[src/hdl/file_url_percent_decoder_unit_defines.svh]
// ----------------------------------------------------------------------------
// File URL percent decoder assertion macros
// Concurrent check wrappers used by the decoder result sequencer.
// ----------------------------------------------------------------------------
`ifndef FILE_URL_PERCENT_DECODER_UNIT_DEFINES_SVH
`define FILE_URL_PERCENT_DECODER_UNIT_DEFINES_SVH

`ifndef SYNTHESIS
`define FUPD_ASSERT(lbl, prop) \
  lbl: assert property (@(posedge clk) disable iff (!rst_n) prop) \
    else $error("decoder check failed");
`define FUPD_ASSERT_RST(lbl, prop) \
  lbl: assert property (@(posedge clk) prop) \
    else $error("decoder reset check failed");
`else
`define FUPD_ASSERT(lbl, prop)
`define FUPD_ASSERT_RST(lbl, prop)
`endif

`endif

[src/hdl/fupd_pkg.sv]
// ----------------------------------------------------------------------------
// File URL percent decoder package
// Prefix text, hex digit decoding, escape codes and the result job type.
// ----------------------------------------------------------------------------
`timescale 1ns / 1ps

package fupd_pkg;

  localparam int unsigned FullLen    = 16;
  localparam int unsigned ShortLen   = 7;
  localparam logic [7:0]  PercentChar = 8'h25;

  typedef enum logic [1:0] {
    EscNone    = 2'd0,
    EscPercent = 2'd1,
    EscDigit   = 2'd2
  } esc_t;

  typedef struct packed {
    logic [3:0]      pfx_idx;
    logic [3:0]      pfx_cnt;
    logic [2:0][7:0] tail;
    logic [1:0]      tail_cnt;
    logic            last;
  } job_t;

  function automatic logic [7:0] prefix_char(input logic [3:0] idx);
    logic [7:0] c;
    case (idx)
      4'd0:    c = 8'h66;
      4'd1:    c = 8'h69;
      4'd2:    c = 8'h6c;
      4'd3:    c = 8'h65;
      4'd4:    c = 8'h3a;
      4'd5:    c = 8'h2f;
      4'd6:    c = 8'h2f;
      4'd7:    c = 8'h6c;
      4'd8:    c = 8'h6f;
      4'd9:    c = 8'h63;
      4'd10:   c = 8'h61;
      4'd11:   c = 8'h6c;
      4'd12:   c = 8'h68;
      4'd13:   c = 8'h6f;
      4'd14:   c = 8'h73;
      4'd15:   c = 8'h74;
      default: c = 8'h00;
    endcase
    return c;
  endfunction

  // Bit 4 flags a hex digit, bits 3:0 carry its value.
  function automatic logic [4:0] hex_decode(input logic [7:0] c);
    logic [4:0] r;
    if (c inside {[8'h30:8'h39]}) begin
      r = {1'b1, c[3:0]};
    end else if (c inside {[8'h61:8'h66], [8'h41:8'h46]}) begin
      r = {1'b1, c[3:0] + 4'd9};
    end else begin
      r = 5'd0;
    end
    return r;
  endfunction

endpackage

[src/hdl/file_url_percent_decoder_unit.sv]
// ----------------------------------------------------------------------------
// File URL percent decoder unit
// Strips a file URL prefix and decodes percent escapes, one byte per word.
// ----------------------------------------------------------------------------
//  Channel | Direction | Handshake          | Payload
//  in_     | input     | in_valid/in_stall  | in_byte, in_end_of_string
//  out_    | output    | out_valid/out_stall| out_byte, out_has_byte, out_last
//
//  A word that yields at most one result is taken every cycle unless
//  out_stall holds it; a word that yields n results holds the input until
//  the result sequencer, one word per cycle, hands out its last result.
//  Results appear in the cycle after the input word is taken.
//  Reset is synchronous and active low; it returns to prefix matching.
//  While out_stall is high the pending result holds and the input stalls.
// ----------------------------------------------------------------------------
`timescale 1ns / 1ps

module file_url_percent_decoder_unit (
  input  logic       clk,
  input  logic       rst_n,
  input  logic       in_valid,
  output logic       in_stall,
  input  logic [7:0] in_byte,
  input  logic       in_end_of_string,
  output logic       out_valid,
  input  logic       out_stall,
  output logic [7:0] out_byte,
  output logic       out_has_byte,
  output logic       out_last
);

  fupd_pkg::job_t job;
  logic           job_valid;
  logic           free;
  logic           accept;

  assign in_stall = !free;
  assign accept   = in_valid && free;

  fupd_decode_core u_core (
    .clk              (clk),
    .rst_n            (rst_n),
    .accept_i         (accept),
    .in_byte          (in_byte),
    .in_end_of_string (in_end_of_string),
    .job_o            (job),
    .job_valid_o      (job_valid)
  );

  fupd_result_seq u_seq (
    .clk          (clk),
    .rst_n        (rst_n),
    .load_i       (accept),
    .load_job_i   (job),
    .load_valid_i (job_valid),
    .free_o       (free),
    .out_valid    (out_valid),
    .out_stall    (out_stall),
    .out_byte     (out_byte),
    .out_has_byte (out_has_byte),
    .out_last     (out_last)
  );

endmodule

[src/hdl/fupd_decode_core.sv]
// ----------------------------------------------------------------------------
// File URL percent decoder core
// Holds the prefix and escape state and turns one input word into a job.
// ----------------------------------------------------------------------------
`timescale 1ns / 1ps

module fupd_decode_core (
  input  logic          clk,
  input  logic          rst_n,
  input  logic          accept_i,
  input  logic [7:0]    in_byte,
  input  logic          in_end_of_string,
  output fupd_pkg::job_t job_o,
  output logic          job_valid_o
);

  logic               in_prefix_r, in_prefix_nxt;
  logic [4:0]         pos_r, pos_nxt;
  fupd_pkg::esc_t     esc_r, esc_nxt;
  logic [3:0]         high_r, high_nxt;
  logic [7:0]         raw_r, raw_nxt;

  always_comb begin
    logic       do_dec;
    logic       flush;
    logic [4:0] fpos;
    logic [4:0] hx;
    logic [1:0] tcnt;
    job_o         = '0;
    in_prefix_nxt = in_prefix_r;
    pos_nxt       = pos_r;
    esc_nxt       = esc_r;
    high_nxt      = high_r;
    raw_nxt       = raw_r;
    do_dec        = 1'b0;
    flush         = 1'b0;
    fpos          = pos_r;
    tcnt          = 2'd0;
    hx            = fupd_pkg::hex_decode(in_byte);

    if (in_prefix_r) begin
      if ((pos_r < 5'(fupd_pkg::FullLen)) &&
          (in_byte == fupd_pkg::prefix_char(pos_r[3:0]))) begin
        pos_nxt = pos_r + 5'd1;
        if (pos_nxt == 5'(fupd_pkg::FullLen)) begin
          in_prefix_nxt = 1'b0;
        end else if (in_end_of_string) begin
          flush         = 1'b1;
          fpos          = pos_nxt;
          in_prefix_nxt = 1'b0;
        end
      end else begin
        flush         = 1'b1;
        fpos          = pos_r;
        in_prefix_nxt = 1'b0;
        do_dec        = 1'b1;
      end
    end else begin
      do_dec = 1'b1;
    end

    if (flush) begin
      if (fpos >= 5'(fupd_pkg::ShortLen)) begin
        job_o.pfx_idx = 4'(fupd_pkg::ShortLen);
        job_o.pfx_cnt = 4'(fpos - 5'(fupd_pkg::ShortLen));
      end else begin
        job_o.pfx_idx = 4'd0;
        job_o.pfx_cnt = fpos[3:0];
      end
    end

    if (do_dec) begin
      case (esc_r)
        fupd_pkg::EscPercent: begin
          if (hx[4]) begin
            esc_nxt  = fupd_pkg::EscDigit;
            high_nxt = hx[3:0];
            raw_nxt  = in_byte;
          end else begin
            job_o.tail[tcnt] = fupd_pkg::PercentChar;
            tcnt             = tcnt + 2'd1;
            esc_nxt          = fupd_pkg::EscNone;
          end
        end
        fupd_pkg::EscDigit: begin
          if (hx[4]) begin
            job_o.tail[tcnt] = {high_r, hx[3:0]};
            tcnt             = tcnt + 2'd1;
            esc_nxt          = fupd_pkg::EscNone;
          end else begin
            job_o.tail[tcnt] = fupd_pkg::PercentChar;
            tcnt             = tcnt + 2'd1;
            job_o.tail[tcnt] = raw_r;
            tcnt             = tcnt + 2'd1;
            esc_nxt          = fupd_pkg::EscNone;
          end
        end
        default: begin
        end
      endcase
      // A byte that broke an escape is decoded again as a plain byte.
      if (esc_nxt == fupd_pkg::EscNone && !(esc_r == fupd_pkg::EscDigit && hx[4])) begin
        if (in_byte == fupd_pkg::PercentChar) begin
          esc_nxt = fupd_pkg::EscPercent;
        end else begin
          job_o.tail[tcnt] = in_byte;
          tcnt             = tcnt + 2'd1;
        end
      end
    end

    if (in_end_of_string) begin
      if (esc_nxt == fupd_pkg::EscPercent) begin
        job_o.tail[tcnt] = fupd_pkg::PercentChar;
        tcnt             = tcnt + 2'd1;
      end else if (esc_nxt == fupd_pkg::EscDigit) begin
        job_o.tail[tcnt] = fupd_pkg::PercentChar;
        tcnt             = tcnt + 2'd1;
        job_o.tail[tcnt] = raw_nxt;
        tcnt             = tcnt + 2'd1;
      end
      job_o.last    = 1'b1;
      in_prefix_nxt = 1'b1;
      pos_nxt       = 5'd0;
      esc_nxt       = fupd_pkg::EscNone;
      high_nxt      = 4'd0;
      raw_nxt       = 8'd0;
    end

    job_o.tail_cnt = tcnt;
    job_valid_o    = in_end_of_string || (job_o.pfx_cnt != 4'd0) || (tcnt != 2'd0);
  end

  always_ff @(posedge clk) begin
    if (!rst_n) begin
      in_prefix_r <= 1'b1;
      pos_r       <= 5'd0;
      esc_r       <= fupd_pkg::EscNone;
      high_r      <= 4'd0;
      raw_r       <= 8'd0;
    end else if (accept_i) begin
      in_prefix_r <= in_prefix_nxt;
      pos_r       <= pos_nxt;
      esc_r       <= esc_nxt;
      high_r      <= high_nxt;
      raw_r       <= raw_nxt;
    end
  end

endmodule

[src/hdl/fupd_result_seq.sv]
// ----------------------------------------------------------------------------
// File URL percent decoder result sequencer
// Holds one job and hands its result words out one per unstalled cycle.
// ----------------------------------------------------------------------------
`timescale 1ns / 1ps

`include "file_url_percent_decoder_unit_defines.svh"

module fupd_result_seq (
  input  logic           clk,
  input  logic           rst_n,
  input  logic           load_i,
  input  fupd_pkg::job_t load_job_i,
  input  logic           load_valid_i,
  output logic           free_o,
  output logic           out_valid,
  input  logic           out_stall,
  output logic [7:0]     out_byte,
  output logic           out_has_byte,
  output logic           out_last
);

  logic           job_valid_r, job_valid_nxt;
  fupd_pkg::job_t job_r, job_nxt;
  logic           final_elem;
  logic           take;

  assign final_elem = ((job_r.pfx_cnt == 4'd0) && (job_r.tail_cnt <= 2'd1)) ||
                      ((job_r.pfx_cnt == 4'd1) && (job_r.tail_cnt == 2'd0));
  assign take       = job_valid_r && !out_stall;
  assign free_o     = !job_valid_r || (take && final_elem);

  assign out_valid = job_valid_r;
  assign out_last  = job_r.last && final_elem;

  always_comb begin
    if (job_r.pfx_cnt != 4'd0) begin
      out_byte     = fupd_pkg::prefix_char(job_r.pfx_idx);
      out_has_byte = 1'b1;
    end else if (job_r.tail_cnt != 2'd0) begin
      out_byte     = job_r.tail[0];
      out_has_byte = 1'b1;
    end else begin
      out_byte     = 8'd0;
      out_has_byte = 1'b0;
    end
  end

  always_comb begin
    job_valid_nxt = job_valid_r;
    job_nxt       = job_r;
    if (load_i) begin
      job_valid_nxt = load_valid_i;
      job_nxt       = load_job_i;
    end else if (take) begin
      if (final_elem) begin
        job_valid_nxt = 1'b0;
      end else if (job_r.pfx_cnt != 4'd0) begin
        job_nxt.pfx_cnt = job_r.pfx_cnt - 4'd1;
        job_nxt.pfx_idx = job_r.pfx_idx + 4'd1;
      end else begin
        job_nxt.tail[0]  = job_r.tail[1];
        job_nxt.tail[1]  = job_r.tail[2];
        job_nxt.tail_cnt = job_r.tail_cnt - 2'd1;
      end
    end
  end

  always_ff @(posedge clk) begin
    if (!rst_n) begin
      job_valid_r <= 1'b0;
    end else begin
      job_valid_r <= job_valid_nxt;
    end
  end

  always_ff @(posedge clk) begin
    job_r <= job_nxt;
  end

  `FUPD_ASSERT(a_empty_is_last, out_valid && !out_has_byte |-> out_last)
  `FUPD_ASSERT(a_load_only_when_free, load_i && job_valid_r |-> take && final_elem)
  `FUPD_ASSERT(a_partial_take_keeps, take && !final_elem |=> job_valid_r)
  `FUPD_ASSERT_RST(a_reset_clears, !rst_n |=> !job_valid_r)

endmodule

[config.mk]
export PLATFORM = sky130hd
export DESIGN_NAME = file_url_percent_decoder_unit
export DESIGN_NICKNAME = d
export VERILOG_FILES = /design/src/hdl/fupd_pkg.sv /design/src/hdl/file_url_percent_decoder_unit.sv /design/src/hdl/fupd_decode_core.sv /design/src/hdl/fupd_result_seq.sv
export VERILOG_INCLUDE_DIRS = /design/src /design/src/hdl
export SDC_FILE = /design/constraint.sdc
export NUM_CORES = 1
export LEC_CHECK = 0
export ABC_AREA = 1
export CAP_MARGIN = 10
export CORE_MARGIN = 5
export CORE_UTILIZATION = 55
export DETAILED_ROUTE_END_ITERATION = 7
export DONT_BUFFER_PORTS = 1
export HOLD_SLACK_MARGIN = 0.06
export PLACE_DENSITY = 0.71
export SYNTH_ARGS = -nofsm -noshare
export SYNTH_HDL_FRONTEND = slang
export SYNTH_SLANG_ARGS = --single-unit
[constraint.sdc]
create_clock -name clk -period 9.3 [get_ports clk]
set_input_delay 0.465 -clock clk [delete_from_list [all_inputs] [get_ports clk]]
set_output_delay 0.465 -clock clk [all_outputs]
set_load 0.01 [all_outputs]
After elaboration in Yosys (flattened, before gate mapping)
Memories as Yosys holds them, arrays and structs flattened. A register that Yosys moved wholly into a read port is not among the register bits. Cells that the tools add are included.

Flip-flop bits (word level): 56. Memory bits (read-only): 192. Word-level logic and storage cells: 182. Memories: 2.

Memory list: (no name shown) (depth 16, width 6, rd ports 1, clocked after Yosys merged registers in 1, wr ports 0, RTL line fupd_pkg.sv:29) `case (idx)`; (no name shown) (depth 16, width 6, rd ports 1, clocked after Yosys merged registers in 1, wr ports 0, RTL line fupd_pkg.sv:29).

Add/subtract/negate cells: 9. Order comparisons: 15. Equality and inequality tests: 10. Multiplexer cells: 86. Bitwise logic cells: 3. Reduce and logical (&&, ||, !) cells: 44.

Operators by type and width (number): 2-to-1 mux 8 bit (20); 2-to-1 mux 24 bit (6); 2-to-1 mux 18 bit (4); bitwise mux 24 bit (2); demux 8 bit (select 2 bit) (3); 2-to-1 mux 5 bit (9); 2-to-1 mux 2 bit (14); 2-to-1 mux 4 bit (7); nonzero test 2 bit (11); >= comparator 8 x 7 -> 1 bit, second input constant (2); less-or-equal comparator 8 x 7 -> 1 bit, second input constant (2); 2-to-1 mux 1 bit (16); case mux 8 bit (2 select lines) (1); AND 15 bit (1); logical AND 1 bit (15); inverter 15 bit (1); < comparator 2 x 3 -> 1 bit, second input constant (3); bitwise OR 9 bit (1); AND reduction 3 bit (3); equality test 8 x 6 -> 1 bit, second input constant (1); equality test 8 bit (1); >= comparator 8 x 6 -> 1 bit, second input constant (1); less-or-equal comparator 8 x 6 -> 1 bit, second input constant (1); case mux 2 bit (2 select lines) (2); 25 further kinds (40).

Depth between registers and ports, before layout
Depth in word-level cells: 23. Gate-level depth with buffers: 24.

Cells and area by module
Synthesis repeated with hierarchy kept, for this count alone.

Cell total of the unflattened synthesis: 736. Area total of the unflattened synthesis: 5156.2 um^2.

Modules (own cells, without submodules): fupd_decode_core (times used 1, cells an instance 482, area an instance 2940.3 um^2); fupd_result_seq (times used 1, cells an instance 251, area an instance 2204.6 um^2); file_url_percent_decoder_unit (times used 1, cells an instance 3, area an instance 11.3 um^2).

Least setup slack after synthesis
Ideal clock, no wire load.

Path type: register -> register. Start: reg u_seq.job_r[27] in the netlist's numbering. End: reg u_seq.job_r[10] in the netlist's numbering (enable). Library setup time: 0.418 ns. Data arrival time: 2.605 ns. Data required time: 8.882 ns. Slack: 6.277 ns. Stages on the path, launching flop included: 8. Buffers on the path: 1. Period minus slack after synthesis: 3.023 ns. Path through: edfxtp_1 inv_1 ha_1 nand2_1 nor2_1 clkbuf_1 inv_1 o21ai_0.

Longest elaborated chain between the ends: 8.

RTL lines: start, declared (RTL line fupd_result_seq.sv:24) `fupd_pkg::job_t job_r, job_nxt;`; start signal, assigned (RTL line fupd_result_seq.sv:78) `job_r <= job_nxt;`; equality test 4 x 1 -> 1 bit or zero test 4 bit (tied branches) (RTL line fupd_result_seq.sv:29, fupd_result_seq.sv:28); logical AND 1 bit (on tied branches) (RTL line fupd_result_seq.sv:29, fupd_result_seq.sv:28); logical OR 1 bit (RTL line fupd_result_seq.sv:28) `assign final_elem = ((job_r.pfx_cnt == 4'd0) && (job_r.tail_cnt <= 2'd1)) ||`; logical AND 1 bit (RTL line fupd_result_seq.sv:31) `assign free_o = !job_valid_r || (take && final_elem);`; logical OR 1 bit (RTL line fupd_result_seq.sv:31); logical AND 1 bit (RTL line file_url_percent_decoder_unit.sv:38) `assign accept = in_valid && free;`; inequality test 2 bit (no source line) or nonzero test 2 bit (tied branches); AND reduction 3 bit (no source line) (*).

Every way passes the cells marked *; elsewhere a longest branch is shown, timed or not. A chain may end at the register's enable or synchronous reset.

==> reports/metrics.cfg <==
[synth]
synthAdderAreaFrac_pct=7.92
synth-simple-area-share_pct=32.4
synth_edf_count=35
yosysSeqAreaShare_pct=32.8
synth_compound_area_share_pct=16.5
synth_top_area_share_pct=20.2
ys_ff_latch=68
syn_inst=722
synth.avg_cell_area_sq_um=7.22
synth_top_family_by_area=simple AND/OR/NAND/NOR gates
ys_top_cells_by_area=edfxtp_1 (20%), nand2_1 (14%), dfxtp_1 (13%), ha_1 (7.9%), inv_1 (6.3%)
muxShareOfSynthArea_pct=0.192
ys_warn_count=0
synth_cell_types=48
synth_xor_xnor_area_share_pct=1.34
yosys.area.top_type=edfxtp_1
synthFlopType=edfxtp_1
async_flop_share_pct=0
synth_area_sq_um=5220
synth_nets=768

[sta]
rsz0062_at_grt=false
tightest_slew_ns=0.766
skew_ns=0.00768
relSlewSlack_pct=48.7
fin_ws_ns=4.58
min_period_over_period_pct=50.8
drv_slew=0
hold_violations=0
layout_min_cycle_time_ns=4.72
tns_ns=0
timing.fmax_mhz=212
finalSetupViolations=0

[grt]
grt_pass1_vias=4532
grt_pass1_wl_microns=21900
antenna_found_initial=0
grt_overflow=0
grt_max_degree=38
grt_usage_pct=23.9

[worst_setup_path]
cp.required_ns=9.52
startpoint_type=flop
reg2reg_from=u_seq.job_r[27]$_DFFE_PP_
rrSetupSlack_ns=4.58
reg2reg_depth=20
worstSetupPathType=reg2reg
worstSetupStartpoint=u_seq.job_r[27]$_DFFE_PP_
cp-end-kind=flop
worst-path-max-fanout=36
cp_data_arrival_time_ns=4.94

[route]
num_vias=4815
postRouteAntennaNets=0
routed_wl_microns=13300
viasPerCell=5.63
wire_per_inst_microns=15.5
dr.first_iter.drc_count=323
drc=0
drt_pass1_iterations=5

[power_and_ir_drop]
leakagePower_nw=2.59
ir_drop_uv=104
power_frac_clock_pct=36.9
p_total_mw=0.828
swShare_pct=29.8
seqPwrFrac_pct=43.8
powerDensity_nw_per_um2=148
combPwrFrac_pct=19.3
p_switching_mw=0.247
p_int_mw=0.581

[worst_hold_path]
hold_class=in2reg
hold_path.startpoint=in_end_of_string

[finish]
fin_util_pct=60.4
diodes=0
final_area_sq_um=5580
nets=768
drive_gt1_share_pct=13.8
area_growth_pct=7.05

[floorplan]
die_y_microns=107
fp.coreArea_sq_um=9240
ios=25
rows=35
dieArea_sq_um=11500
start_util_pct=56.4
die_w_microns=107

[place]
place_area_sq_um=5340
io_buffers=0
place_ws_ns=4.61
place_congestion=0.924
hpwl_microns=10300

[clock_network]
ctsHtreeMaxLevel=3
post_cts_buffers=0
clk_path_buf_depth=2
clockRootBuffer=clkbuf_8
cts.sinks=68
cts_buffers=9
ctsResizeCount=0
clock_latency_ns=0.34
cts_hold_buf=0
cts.clk_slew.worst_paths_ns=0.08
cts_tree=done

[flow_run]
cap_violations=0

[status]
outcome=finished clean

==> layout make-up <==
type,count,area (sq um)
timing repair buffer,2,15.0
sequential,68,1710
clock buffer,9,124
multi-input combinational,534,3040
clock inverter,7,124
fill,871,3660
tap,129,161
inverter,107,404
==> critical path, cell delays in order, from the launching register on <==
cell and delay [ns]:
edfxtp_1 0.42, inv_1 0.10, ha_1 0.18, nand2_1 0.06, nor2_1 0.56, o21ai_1 0.15
nand2_1 0.11, inv_2 0.05, o21ai_2 0.19, nand2_2 0.44, nor2_1 0.76, nand2_1 0.23
inv_1 0.13, a22oi_1 0.09, nor2_1 0.30, inv_1 0.14, ha_1 0.31, nand2_1 0.10
o21ai_0 0.11, nand2_1 0.10, o21ai_0 0.08
==> metrics by stage <==
stage	cells	hold WS [ns]
detailed placement	840	0.461
floorplan	722	0.432
global route	856	0.198
finish	856	0.220
CTS	856	0.209
global placement	840	0.454
==> logic make-up after synthesis <==
family                   Yosys count
flip-flops                        68
AO/OA/AOI/OAI                    139
multiplexers                       1
adder cells (fa/ha/maj)           33
XOR/XNOR                           8
buffers and inverters            120
AND/OR/NAND/NOR                  353
==> cell usage after synthesis (all sizes together), types with 2 or more instances <==
master / n
nand4: 8
nand3: 51
a31oi: 4
o21bai: 2
a2bb2oi: 9
nor2: 63
o31ai: 2
edfxtp: 35
nor4: 3
o211ai: 8
or2: 6
ha: 33
nand3b: 2
xor2: 7
o22ai: 7
clkbuf: 8
dfxtp: 33
a32o: 3
a21oi: 35
nor3: 3
a22oi: 4
inv: 106
buf: 5
o2111ai: 4
o21ai: 58
o21a: 2
nand2: 216
==> power groups by stage <==
stage | clock (mW) | sequential [mW] | combinational, mW
2_1_floorplan | 0 | 0.365 | 0.129
3_3_place_gp | 0 | 0.370 | 0.155
3_5_place_dp | 0 | 0.370 | 0.159
4_1_cts | 0.307 | 0.363 | 0.160
5_1_grt | 0.320 | 0.366 | 0.182
6_report | 0.306 | 0.363 | 0.160
==> worst min path at each step <==
stage | cells past startpoint | end
after floorplan | 2 | u_core.high_r[2]$_SDFFE_PN0P_
after global placement | 2 | u_core.raw_r[7]$_SDFFE_PN0P_
after detailed placement | 2 | u_core.raw_r[7]$_SDFFE_PN0P_
after CTS | 0 | u_seq.job_r[0]$_DFFE_PP_
after global routing | 0 | u_seq.job_r[0]$_DFFE_PP_
final | 0 | u_seq.job_r[0]$_DFFE_PP_
==> cell usage in the layout, fill, tap and decap left out, types with 5 or more instances in the layout <==
cell type / instances
a21oi_1: 34
a2bb2oi_1: 9
clkbuf_8: 9
dfxtp_1: 33
edfxtp_1: 35
ha_1: 33
inv_1: 88
inv_2: 17
nand2_1: 190
nand2_2: 21
nand2_4: 5
nand3_1: 42
nand3_2: 5
nand4_1: 7
nor2_1: 51
nor2_2: 6
nor2_4: 6
o211ai_1: 8
o21ai_0: 35
o21ai_1: 13
o21ai_2: 10
o22ai_1: 7
xor2_1: 7
==> routing by layer <==
metal | GRT usage (%) | wire length, microns | vias up
met2 | 39.5 | 6260 | 145
met4 | 7.48 | 238 | 0
met3 | 5.22 | 907 | 21
li1 | - | - | 2390
met5 | 0 | 0 | -
met1 | 31.2 | 5870 | 2259
Note: power is estimated with default switching activity, not from simulation.
